==> src/design/cntf_pkg.sv <==
package cntf_pkg;

   localparam int NUMBER_BITS = 16;

   localparam int HEX_DIGITS = (NUMBER_BITS + 3) / 4;
   localparam int WORK_W     = HEX_DIGITS * 4;

   function automatic int dec_digit_count();
      longint lim;
      int     cnt;
      lim = (longint'(1) << NUMBER_BITS) - 1;
      cnt = 0;
      while (lim > 0) begin
         lim = lim / 10;
         cnt = cnt + 1;
      end
      return cnt;
   endfunction

   localparam int DEC_DIGITS = dec_digit_count();
   localparam int KW         = $clog2(DEC_DIGITS);

   typedef logic [NUMBER_BITS-1:0] number_type;
   typedef logic [WORK_W-1:0]      work_type;
   typedef logic [KW-1:0]          slot_type;
   typedef work_type               pow_table_type [DEC_DIGITS];

   function automatic pow_table_type pow10_table();
      pow_table_type t;
      longint        p;
      p = 1;
      for (int i = 0; i < DEC_DIGITS; i++) begin
         t[i] = work_type'(p);
         p = p * 10;
      end
      return t;
   endfunction

   localparam pow_table_type POW10 = pow10_table();

   typedef enum logic [1:0] {
      ACT_CHAR = 2'd0,
      ACT_DEC  = 2'd1,
      ACT_HEX  = 2'd2,
      ACT_NONE = 2'd3
   } action_type;

   localparam logic [7:0] CH_LF       = 8'h0A;
   localparam logic [7:0] CH_CR       = 8'h0D;
   localparam logic [7:0] CH_BS       = 8'h08;
   localparam logic [7:0] CH_SPACE    = 8'h20;
   localparam logic [7:0] CH_ZERO     = 8'h30;
   localparam logic [7:0] CH_A        = 8'h41;
   localparam logic [7:0] CH_MINUS    = 8'h2D;
   localparam logic [7:0] COLOR_RESET = 8'h0F;

   function automatic logic [7:0] digit_char(input logic [3:0] d);
      logic [7:0] c;
      if (d < 4'd10) begin
         c = CH_ZERO + {4'd0, d};
      end else begin
         c = CH_A + {4'd0, d} - 8'd10;
      end
      return c;
   endfunction

endpackage

==> src/design/cntf_req_if.sv <==
interface cntf_req_if;
   logic                 valid;
   logic                 ready;
   logic [1:0]           action;
   logic [7:0]           char_code;
   cntf_pkg::number_type number;

   modport source (output valid, action, char_code, number, input ready);
   modport sink   (input valid, action, char_code, number, output ready);
endinterface

==> src/design/cntf_rsp_if.sv <==
interface cntf_rsp_if;
   logic       valid;
   logic       ready;
   logic [7:0] char_out;
   logic [7:0] color_out;
   logic       last;

   modport source (output valid, char_out, color_out, last, input ready);
   modport sink   (input valid, char_out, color_out, last, output ready);
endinterface

==> src/design/cntf_csr_if.sv <==
interface cntf_csr_if;
   logic       valid;
   logic       ready;
   logic [7:0] text_color;

   modport source (output valid, text_color, input ready);
   modport sink   (input valid, text_color, output ready);
endinterface

==> src/design/console_number_text_formatter_top.sv <==
// Console number and character formatter.
// req_ch takes one command per transfer: put a character, print number as
// signed decimal, or print it as uppercase hex. rsp_ch gives the console
// characters one per transfer, each with the current text color, and last
// set on the final one. csr_ch writes the text color; it is always ready.
// req_ch is ready only while no command is in progress; the final character
// may still sit in the output register when the next command is taken.
// Output per command:
//   character: CR and LF give CR,LF; BS gives BS,space,BS; others as is.
//   hex: nibbles from the top down, leading zeros suppressed.
//   decimal: a minus sign if negative, then one compare-subtract unit
//   walks the powers of ten, one subtraction per cycle, printing digits
//   with leading zeros suppressed.
// A stalled receiver holds the character; the sequencer waits, but decimal
// subtraction goes on. Reset drops rsp valid, goes idle, sets color 0x0F.
module console_number_text_formatter_top (
   input  logic       clock,
   input  logic       reset,
   cntf_req_if.sink   req_ch,
   cntf_rsp_if.source rsp_ch,
   cntf_csr_if.sink   csr_ch
);
   import cntf_pkg::*;

   typedef enum logic [2:0] {
      S_IDLE,
      S_CHAR,
      S_SIGN,
      S_DEC,
      S_HEX
   } state_type;

   state_type  state_ff, state_in;
   logic [7:0] code_ff, code_in;
   logic [1:0] idx_ff, idx_in;
   work_type   work_ff, work_in;
   logic [3:0] digit_ff, digit_in;
   slot_type   k_ff, k_in;
   logic       started_ff, started_in;
   logic [7:0] color_ff, color_in;
   logic       rsp_valid_ff, rsp_valid_in;
   logic [7:0] rsp_char_ff, rsp_char_in;
   logic [7:0] rsp_color_ff, rsp_color_in;
   logic       rsp_last_ff, rsp_last_in;

   logic       out_free;
   number_type neg_mag;
   work_type   pow;
   logic [3:0] nib;
   logic [7:0] ch;
   logic       ch_last;

   assign out_free = !rsp_valid_ff || rsp_ch.ready;
   assign neg_mag  = ~req_ch.number + number_type'(1);
   assign pow      = POW10[k_ff];
   assign nib      = work_ff[WORK_W-1 -: 4];

   always_comb begin
      priority if (code_ff == CH_LF || code_ff == CH_CR) begin
         ch      = (idx_ff == 2'd0) ? CH_CR : CH_LF;
         ch_last = (idx_ff == 2'd1);
      end else if (code_ff == CH_BS) begin
         ch      = (idx_ff == 2'd1) ? CH_SPACE : CH_BS;
         ch_last = (idx_ff == 2'd2);
      end else begin
         ch      = code_ff;
         ch_last = 1'b1;
      end
   end

   always_comb begin
      state_in     = state_ff;
      code_in      = code_ff;
      idx_in       = idx_ff;
      work_in      = work_ff;
      digit_in     = digit_ff;
      k_in         = k_ff;
      started_in   = started_ff;
      color_in     = color_ff;
      rsp_valid_in = rsp_valid_ff;
      rsp_char_in  = rsp_char_ff;
      rsp_color_in = rsp_color_ff;
      rsp_last_in  = rsp_last_ff;

      if (rsp_valid_ff && rsp_ch.ready) begin
         rsp_valid_in = 1'b0;
      end
      if (csr_ch.valid) begin
         color_in = csr_ch.text_color;
      end

      unique case (state_ff)
         S_IDLE: begin
            if (req_ch.valid) begin
               started_in = 1'b0;
               digit_in   = 4'd0;
               unique case (action_type'(req_ch.action))
                  ACT_CHAR: begin
                     code_in  = req_ch.char_code;
                     idx_in   = 2'd0;
                     state_in = S_CHAR;
                  end
                  ACT_DEC: begin
                     k_in = KW'(DEC_DIGITS - 1);
                     if (req_ch.number[NUMBER_BITS-1]) begin
                        work_in  = work_type'(neg_mag);
                        state_in = S_SIGN;
                     end else begin
                        work_in  = work_type'(req_ch.number);
                        state_in = S_DEC;
                     end
                  end
                  ACT_HEX: begin
                     k_in     = KW'(HEX_DIGITS - 1);
                     work_in  = work_type'(req_ch.number);
                     state_in = S_HEX;
                  end
                  ACT_NONE: begin
                     state_in = S_IDLE;
                  end
               endcase
            end
         end
         S_CHAR: begin
            if (out_free) begin
               rsp_valid_in = 1'b1;
               rsp_char_in  = ch;
               rsp_color_in = color_ff;
               rsp_last_in  = ch_last;
               idx_in       = idx_ff + 2'd1;
               if (ch_last) begin
                  state_in = S_IDLE;
               end
            end
         end
         S_SIGN: begin
            if (out_free) begin
               rsp_valid_in = 1'b1;
               rsp_char_in  = CH_MINUS;
               rsp_color_in = color_ff;
               rsp_last_in  = 1'b0;
               state_in     = S_DEC;
            end
         end
         S_DEC: begin
            if (work_ff >= pow) begin
               work_in  = work_ff - pow;
               digit_in = digit_ff + 4'd1;
            end else if (out_free) begin
               if (digit_ff != 4'd0 || started_ff || k_ff == '0) begin
                  rsp_valid_in = 1'b1;
                  rsp_char_in  = digit_char(digit_ff);
                  rsp_color_in = color_ff;
                  rsp_last_in  = (k_ff == '0);
                  started_in   = 1'b1;
               end
               digit_in = 4'd0;
               if (k_ff == '0) begin
                  state_in = S_IDLE;
               end else begin
                  k_in = k_ff - slot_type'(1);
               end
            end
         end
         S_HEX: begin
            if (out_free) begin
               if (nib != 4'd0 || started_ff || k_ff == '0) begin
                  rsp_valid_in = 1'b1;
                  rsp_char_in  = digit_char(nib);
                  rsp_color_in = color_ff;
                  rsp_last_in  = (k_ff == '0);
                  started_in   = 1'b1;
               end
               work_in = work_ff << 4;
               if (k_ff == '0) begin
                  state_in = S_IDLE;
               end else begin
                  k_in = k_ff - slot_type'(1);
               end
            end
         end
         default: begin
            state_in = S_IDLE;
         end
      endcase
   end

   always_ff @(posedge clock) begin
      if (reset) begin
         state_ff     <= S_IDLE;
         color_ff     <= COLOR_RESET;
         rsp_valid_ff <= 1'b0;
         started_ff   <= 1'b0;
      end else begin
         state_ff     <= state_in;
         color_ff     <= color_in;
         rsp_valid_ff <= rsp_valid_in;
         started_ff   <= started_in;
      end
      code_ff      <= code_in;
      idx_ff       <= idx_in;
      work_ff      <= work_in;
      digit_ff     <= digit_in;
      k_ff         <= k_in;
      rsp_char_ff  <= rsp_char_in;
      rsp_color_ff <= rsp_color_in;
      rsp_last_ff  <= rsp_last_in;
   end

   assign req_ch.ready     = (state_ff == S_IDLE);
   assign csr_ch.ready     = 1'b1;
   assign rsp_ch.valid     = rsp_valid_ff;
   assign rsp_ch.char_out  = rsp_char_ff;
   assign rsp_ch.color_out = rsp_color_ff;
   assign rsp_ch.last      = rsp_last_ff;

endmodule

==> src/flat_wrapper.sv <==
// flat-port wrapper written by rule: the top's interface ports become plain ports
module console_number_text_formatter_top_flat import cntf_pkg::*;
  (clock, reset, req_ch_valid, req_ch_action, req_ch_char_code, req_ch_number, req_ch_ready, rsp_ch_valid, rsp_ch_char_out, rsp_ch_color_out, rsp_ch_last, rsp_ch_ready, csr_ch_valid, csr_ch_text_color, csr_ch_ready);
  cntf_req_if req_ch_i ();
  cntf_rsp_if rsp_ch_i ();
  cntf_csr_if csr_ch_i ();
  input  logic clock;
  input  logic reset;
  input wire logic [$bits(req_ch_i.valid)-1:0] req_ch_valid;
  input wire logic [$bits(req_ch_i.action)-1:0] req_ch_action;
  input wire logic [$bits(req_ch_i.char_code)-1:0] req_ch_char_code;
  input wire logic [$bits(req_ch_i.number)-1:0] req_ch_number;
  output wire logic [$bits(req_ch_i.ready)-1:0] req_ch_ready;
  output wire logic [$bits(rsp_ch_i.valid)-1:0] rsp_ch_valid;
  output wire logic [$bits(rsp_ch_i.char_out)-1:0] rsp_ch_char_out;
  output wire logic [$bits(rsp_ch_i.color_out)-1:0] rsp_ch_color_out;
  output wire logic [$bits(rsp_ch_i.last)-1:0] rsp_ch_last;
  input wire logic [$bits(rsp_ch_i.ready)-1:0] rsp_ch_ready;
  input wire logic [$bits(csr_ch_i.valid)-1:0] csr_ch_valid;
  input wire logic [$bits(csr_ch_i.text_color)-1:0] csr_ch_text_color;
  output wire logic [$bits(csr_ch_i.ready)-1:0] csr_ch_ready;
  assign req_ch_i.valid = req_ch_valid;
  assign req_ch_i.action = req_ch_action;
  assign req_ch_i.char_code = req_ch_char_code;
  assign req_ch_i.number = req_ch_number;
  assign req_ch_ready = req_ch_i.ready;
  assign rsp_ch_valid = rsp_ch_i.valid;
  assign rsp_ch_char_out = rsp_ch_i.char_out;
  assign rsp_ch_color_out = rsp_ch_i.color_out;
  assign rsp_ch_last = rsp_ch_i.last;
  assign rsp_ch_i.ready = rsp_ch_ready;
  assign csr_ch_i.valid = csr_ch_valid;
  assign csr_ch_i.text_color = csr_ch_text_color;
  assign csr_ch_ready = csr_ch_i.ready;
  console_number_text_formatter_top u_core (.clock(clock), .reset(reset), .req_ch(req_ch_i), .rsp_ch(rsp_ch_i), .csr_ch(csr_ch_i));
endmodule
==> config.mk <==
export PLATFORM = sky130hd
export DESIGN_NAME = console_number_text_formatter_top_flat
export DESIGN_NICKNAME = d
export VERILOG_FILES = /design/src/design/cntf_pkg.sv /design/src/design/cntf_req_if.sv /design/src/design/cntf_rsp_if.sv /design/src/design/cntf_csr_if.sv /design/src/design/console_number_text_formatter_top.sv /design/src/flat_wrapper.sv
export SDC_FILE = /design/constraint.sdc
export NUM_CORES = 1
export LEC_CHECK = 0
export BUFFER_PORTS_ARGS = -buffer_cell sky130_fd_sc_hd__buf_2
export CORE_UTILIZATION = 35
export DETAILED_ROUTE_END_ITERATION = 10
export GPL_TIMING_DRIVEN = 0
export PLACE_DENSITY = 0.51
export SETUP_SLACK_MARGIN = 0.02
export SYNTH_ARGS = -nofsm -noshare
export SYNTH_HDL_FRONTEND = slang
export SYNTH_SLANG_ARGS = --single-unit
==> constraint.sdc <==
create_clock -name clock -period 4.9 [get_ports clock]
set_clock_uncertainty 0.15 [all_clocks]
set_input_delay 0.735 -clock clock [delete_from_list [all_inputs] [get_ports clock]]
set_output_delay 0.735 -clock clock [all_outputs]
set_load 0.01 [all_outputs]
== Word-level counts from Yosys, hierarchy flattened ==
Memories as Yosys holds them, arrays and structs flattened.
Cells that the tools add are included.

* Bits in registers: 63
* Memory bits (read-only): 128
* Bits of input ports: 39
* Memories kept: 1

{| class="wikitable"
|+ Memories
! memory !! words !! bits a word !! read ports !! clocked after Yosys merged registers in !! write ports !! line !! RTL
|-
| (no name shown) || 8 || 16 || 1 || 0 || 0 || console_number_text_formatter_top.sv:55 || <nowiki>assign pow = POW10[k_ff];</nowiki>
|}

* Add/subtract/negate cells: 11
* $lt $le $gt $ge: 4
* Equality and inequality tests: 26
* Mux-type cells: 78
* Bitwise logic cells: 2
* Reduce and logical (&&, ||, !) cells: 29

{| class="wikitable"
|+ Operators with widths
! kind !! count
|-
| two-way mux 8 bit || 17
|-
| two-way mux 16 bit || 6
|-
| case mux 16 bit (3 select lines) || 1
|-
| two-way mux 3 bit || 12
|-
| case mux 16 bit (2 select lines) || 1
|-
| case mux 8 bit (4 select lines) || 1
|-
| equality test 8 x 4 -> 1 bit (second input constant) || 3
|-
| case mux 8 bit (3 select lines) || 1
|-
| two-way mux 1 bit || 23
|-
| inequality test 2 x 1 -> 1 bit (second input constant) || 10
|-
| adder 16 x 1 -> 16 bit (second input constant) || 1
|-
| adder 7 x 4 -> 8 bit (first input constant) || 2
|-
| greater-or-equal comparator 16 bit || 1
|-
| NOT 16 bit || 1
|-
| subtractor 16 bit || 1
|-
| subtractor 8 x 4 -> 8 bit (second input constant) || 2
|-
| case mux 3 bit (5 select lines) || 1
|-
| adder 6 x 4 -> 7 bit (first input constant) || 2
|-
| AND reduction 7 bit || 2
|-
| two-way mux 4 bit || 3
|-
| case mux 3 bit (4 select lines) || 1
|-
| nonzero test 4 bit || 3
|-
| AND reduction 5 bit || 2
|-
| case mux 3 bit (3 select lines) || 1
|-
| 31 further kinds || 52
|}

== Depth between registers and ports, before layout ==
* Depth in word-level cells: 7
* Depth in mapped cells: 13

== Worst setup path after synthesis ==
No wires, ideal clock.

* Path kind: register to register
* Start: register u_core.k_ff[0]
* End: register u_core.rsp_char_ff[0] (netlist: u_core.rsp_ch.char_out[0]) (enable)
* Setup time: 387 ps
* Data arrival time: 3111 ps
* Data required time: 4363 ps
* Setup slack: 1252 ps
* Cell stages (with the launch flop): 14
* Buffers on the path: 0
* Clock period less this slack: 3648 ps
* Cells stage by stage: edfxtp_1 inv_1 ha_1 nand2b_1 inv_1 ha_1 inv_1 fa_1 a21o_1 a21oi_1 a211oi_2 nor4_4 nor2_1 nor3_1

* Word-level cells in the longest chain between the ends: 7

{| class="wikitable"
|+ Ends and longest elaborated chain
! element !! line !! RTL
|-
| from (decl) || console_number_text_formatter_top.sv:38 || <nowiki>slot_type k_ff, k_in;</nowiki>
|-
| from (signal assigned) || console_number_text_formatter_top.sv:204 || <nowiki>k_ff <= k_in;</nowiki>
|-
| NOT 3 -> 4 bit (implied by the code) || console_number_text_formatter_top.sv:55 ||
|-
| memory (8 x 16 bit) || -- ||
|-
| two-way mux 16 bit (implied by the code) (2 in series) || console_number_text_formatter_top.sv:55 ||
|-
| greater-or-equal comparator 16 bit || console_number_text_formatter_top.sv:146 || <nowiki>if (work_ff >= pow) begin</nowiki>
|-
| inequality test 2 bit (no source line) || -- ||
|-
| AND reduction 8 bit (no source line) (*) || -- ||
|-
| to (signal assigned) || console_number_text_formatter_top.sv:205 || <nowiki>rsp_char_ff <= rsp_char_in;</nowiki>
|-
| to (decl) || console_number_text_formatter_top.sv:42 || <nowiki>logic [7:0] rsp_char_ff, rsp_char_in;</nowiki>
|}

Every way passes the cells marked *; elsewhere a longest branch is shown, timed or not. The select of a mux whose other input is x is not followed.
A chain may end at the register's enable or synchronous reset.

== Worst setup path after layout ==
* Start: register u_core.k_ff[0]
* End: register u_core.rsp_color_ff[2] (netlist: u_core.rsp_ch.color_out[2]) (enable)

* Word-level cells in the longest chain between the ends: 7

{| class="wikitable"
|+ Ends and longest elaborated chain
! element !! line !! RTL
|-
| NOT 3 -> 4 bit (implied by the code) || console_number_text_formatter_top.sv:55 ||
|-
| memory (8 x 16 bit) || -- ||
|-
| two-way mux 16 bit (implied by the code) (2 in series) || console_number_text_formatter_top.sv:55 ||
|-
| greater-or-equal comparator 16 bit || console_number_text_formatter_top.sv:146 ||
|-
| inequality test 2 bit (no source line) || -- ||
|-
| AND reduction 7 bit (no source line) (*) || -- ||
|-
| to (signal assigned) || console_number_text_formatter_top.sv:206 || <nowiki>rsp_color_ff <= rsp_color_in;</nowiki>
|-
| to (decl) || console_number_text_formatter_top.sv:43 || <nowiki>logic [7:0] rsp_color_ff, rsp_color_in;</nowiki>
|}

Marks and branches as above.

==> impl_metrics.json <==
{
  "die-height_um": 114,
  "drv_cap": 0,
  "ant_nets": 0,
  "yosys-top-cells-area": "edfxtp_1, ha_1, dfxtp_1, o21ai_0, a21oi_1",
  "hp-class": "reg2reg",
  "diodes": 0,
  "seq_area_frac_synth_pct": 39.8,
  "dp.final_hpwl_mm": 9.32,
  "leakagePower_nw": 2.07,
  "via_per_inst": 5.43,
  "path_clk_slew_ns": 0.06,
  "start_util_pct": 36.4,
  "synthTopCellsByCount": "edfxtp_1, nor2_1, nand2_1",
  "clk_latency_ns": 0.34,
  "rows": 40,
  "crit_type": "reg2reg",
  "worst_setup_path_end_kind": "flip-flop",
  "cts_made_buffers": 9,
  "crit_top_cell": "inv_1",
  "grt_max_degree": 14,
  "drive_above_1_share_pct": 16.2,
  "totalNegativeSetupSlack_ns": 0,
  "syn_to_final_growth_pct": 18.2,
  "wl_mm": 12.1,
  "cp.required_ns": 4.70,
  "placedCellCount": 702,
  "finalNonFillerCells": 718,
  "synth-async-reset-ratio_pct": 0,
  "synth-compound-area-share_pct": 21.3,
  "synth_top_family_by_area": "compound AO/OA/AOI/OAI gates",
  "max_freq_mhz": 224,
  "yosys_warnings": 0,
  "fin_nets": 613,
  "status": "finished, final reports clean",
  "ys_ff_latch": 63,
  "wl_per_cell_um": 16.9,
  "fillers": 1226,
  "syn_inst": 478,
  "overflow": 0,
  "tightest_slew_ns": 1.20,
  "grt_setup_unrepaired": "false",
  "synth_mux_area_share_pct": 2.32,
  "cts_hold_buffers": 0,
  "ir_drop_mv": 0.153,
  "yosys.area_share.adder_pct": 8.37,
  "slowest_delay_ns": 0.97,
  "antenna_found_initial": 0,
  "drc": 0,
  "vias": 3897,
  "htree_levels": 3,
  "synth_most_common_cell": "edfxtp_1",
  "post_cts_buffers": 0,
  "cts_resized": 0,
  "startpoint_type": "flip-flop",
  "synth_ff_type": "edfxtp_1",
  "synthesis.nets": 546,
  "netlist.area_leader.share_pct": 33.9,
  "yosys.area_share.simple_pct": 17.6,
  "critPathMaxFanout": 8,
  "holdWs_ns": 0.276,
  "synth.largest_area_cell": "edfxtp_1",
  "track_usage_pct": 19.6,
  "io_buffers": 55,
  "critPathSlowestCell": "nor3_1",
  "numClockSinks": 63,
  "finalHoldViolations": 0,
  "die-area_um2": 13100,
  "avgSynthCellArea_um2": 9.26,
  "synth.cell_area_um2": 4430,
  "drt_iter0_drc": 286,
  "dr.pass1.iters": 5,
  "grt_pass1_vias": 3668,
  "clockBufferDepth": 2,
  "synth-edff-count": 50,
  "crit_path_cell_trace": "inv_1 > ha_1 > nand2b_1 > inv_1 > ha_1 > inv_1 > fa_1 > a21o_1 > a21oi_1 > a211oi_2 > nor4_4 > nor2_1 > nor3_1",
  "core_area_um2": 12200,
  "finalMaxSlewViolations": 0,
  "grt_pass1_wl_mm": 19.4,
  "post-route-min-period_ns": 4.47,
  "setup_violations": 0,
  "globalplace.congestion": 0.860,
  "ys_types": 68,
  "pwr_density_cell_nw_per_um2": 401,
  "post-route-period-util_pct": 91.2,
  "maxSlewHeadroom_pct": 19.6,
  "cts-root-buf": "clkbuf_16",
  "cts_tree": "done",
  "pin_count": 59,
  "synth-xor-area-share_pct": 6.14,
  "die_w_um": 114,
  "crit_arrival_ns": 4.27
}
==> power by group <==
group / internal, mW / switching (mW)
logic: 0.267 / 0.440
registers: 0.689 / 0.0509
clock network: 0.397 / 0.252
total: 1.35 / 0.743
==> metal layers <==
| layer | global-route usage [%] | wire (um) | vias up |
|---|---|---|---|
| li1 | - | - | 1906 |
| met1 | 28.2 | 6060 | 1857 |
| met2 | 29.3 | 5180 | 117 |
| met3 | 3.55 | 665 | 17 |
| met4 | 6.93 | 197 | 0 |
| met5 | 0 | 0 | - |
==> state kept, by name, summed over array words and instances (netlist names), 2 cells and up <==
name	flops
u_core.rsp_ch.color_out	8
u_core.state_ff	3
u_core.rsp_ch.char_out	8
u_core.k_ff	3
u_core.color_ff	8
u_core.digit_ff	4
u_core.idx_ff	2
u_core.code_ff	8
u_core.work_ff	16
==> cell type report <==
type	instances	area (um2)	share of cell area, %
clock buffer	10	229	4.38
multi-input combinational	365	2470	47.3
inverter	26	97.6	1.87
tap	168	210	4.02
clock inverter	6	70.1	1.34
timing repair buffer	56	290	5.55
buffer	24	96.3	1.84
sequential	63	1760	33.7
==> cell families after synthesis <==
kind of cell               Yosys count
AOI/OAI and AO/OA                  142
buffers and inverters               50
and+or+nand+nor                    152
adders and majority gates           29
muxes                               10
other                                1
xor gates and xnor gates            31
DFF                                 63
==> layout by cell type, fill, tap and decap left out, types with 6 or more instances in the layout <==
cell       netlist  layout
nor2_1          40      40
nand2_1         37      37
a21o_1           6       6
o211ai_1         6       6
clkbuf_16        0       9
buf_2            2      57
mux2i_1          8       8
a21oi_1         31      30
o21ai_0         32      32
xor2_1          14      14
a31oi_1          9       9
ha_1            28      28
edfxtp_1        50      50
dfxtp_1         13      13
inv_1           26      26
a22oi_1          8       8
nand3_1         13      13
xnor2_1         17      17
nand2b_1         9       9
clkbuf_1        19      20
nor3_1          12      12
and2_1           6       6
==> final timing paths <==
check	from	endpoint	slack, ns	depth (start not counted)
max	u_core.k_ff[0]	u_core.rsp_ch.color_out[2]	0.43	13
max reg2reg	u_core.k_ff[0]	u_core.rsp_ch.color_out[2]	0.43	13
min	u_core.color_ff[3]	u_core.rsp_ch.color_out[3]	0.28	0
min reg2reg	u_core.color_ff[3]	u_core.rsp_ch.color_out[3]	0.28	0
==> worst max-delay path, delay by kind of cell, from the launching register on <==
family | cells | cell delay [ns]
AOI/OAI and AO/OA | 3 | 0.64
buffers and inverters | 3 | 0.39
and+or+nand+nor | 4 | 1.63
DFF | 1 | 0.47
adders and majority gates | 3 | 0.78
==> metrics by stage <==
step	setup slack [ns]	instance area, um2	total power, mW	util (%)
after floorplan	1.25	4430	1.23	-
after global placement	0.480	4910	1.44	40.4
after detailed placement	0.374	4930	1.45	40.5
after CTS	0.331	5230	2.10	43.0
after global routing	0.0551	5230	2.22	43.0
final	0.430	5230	2.10	43.0
(Power assumes the default switching activity.)
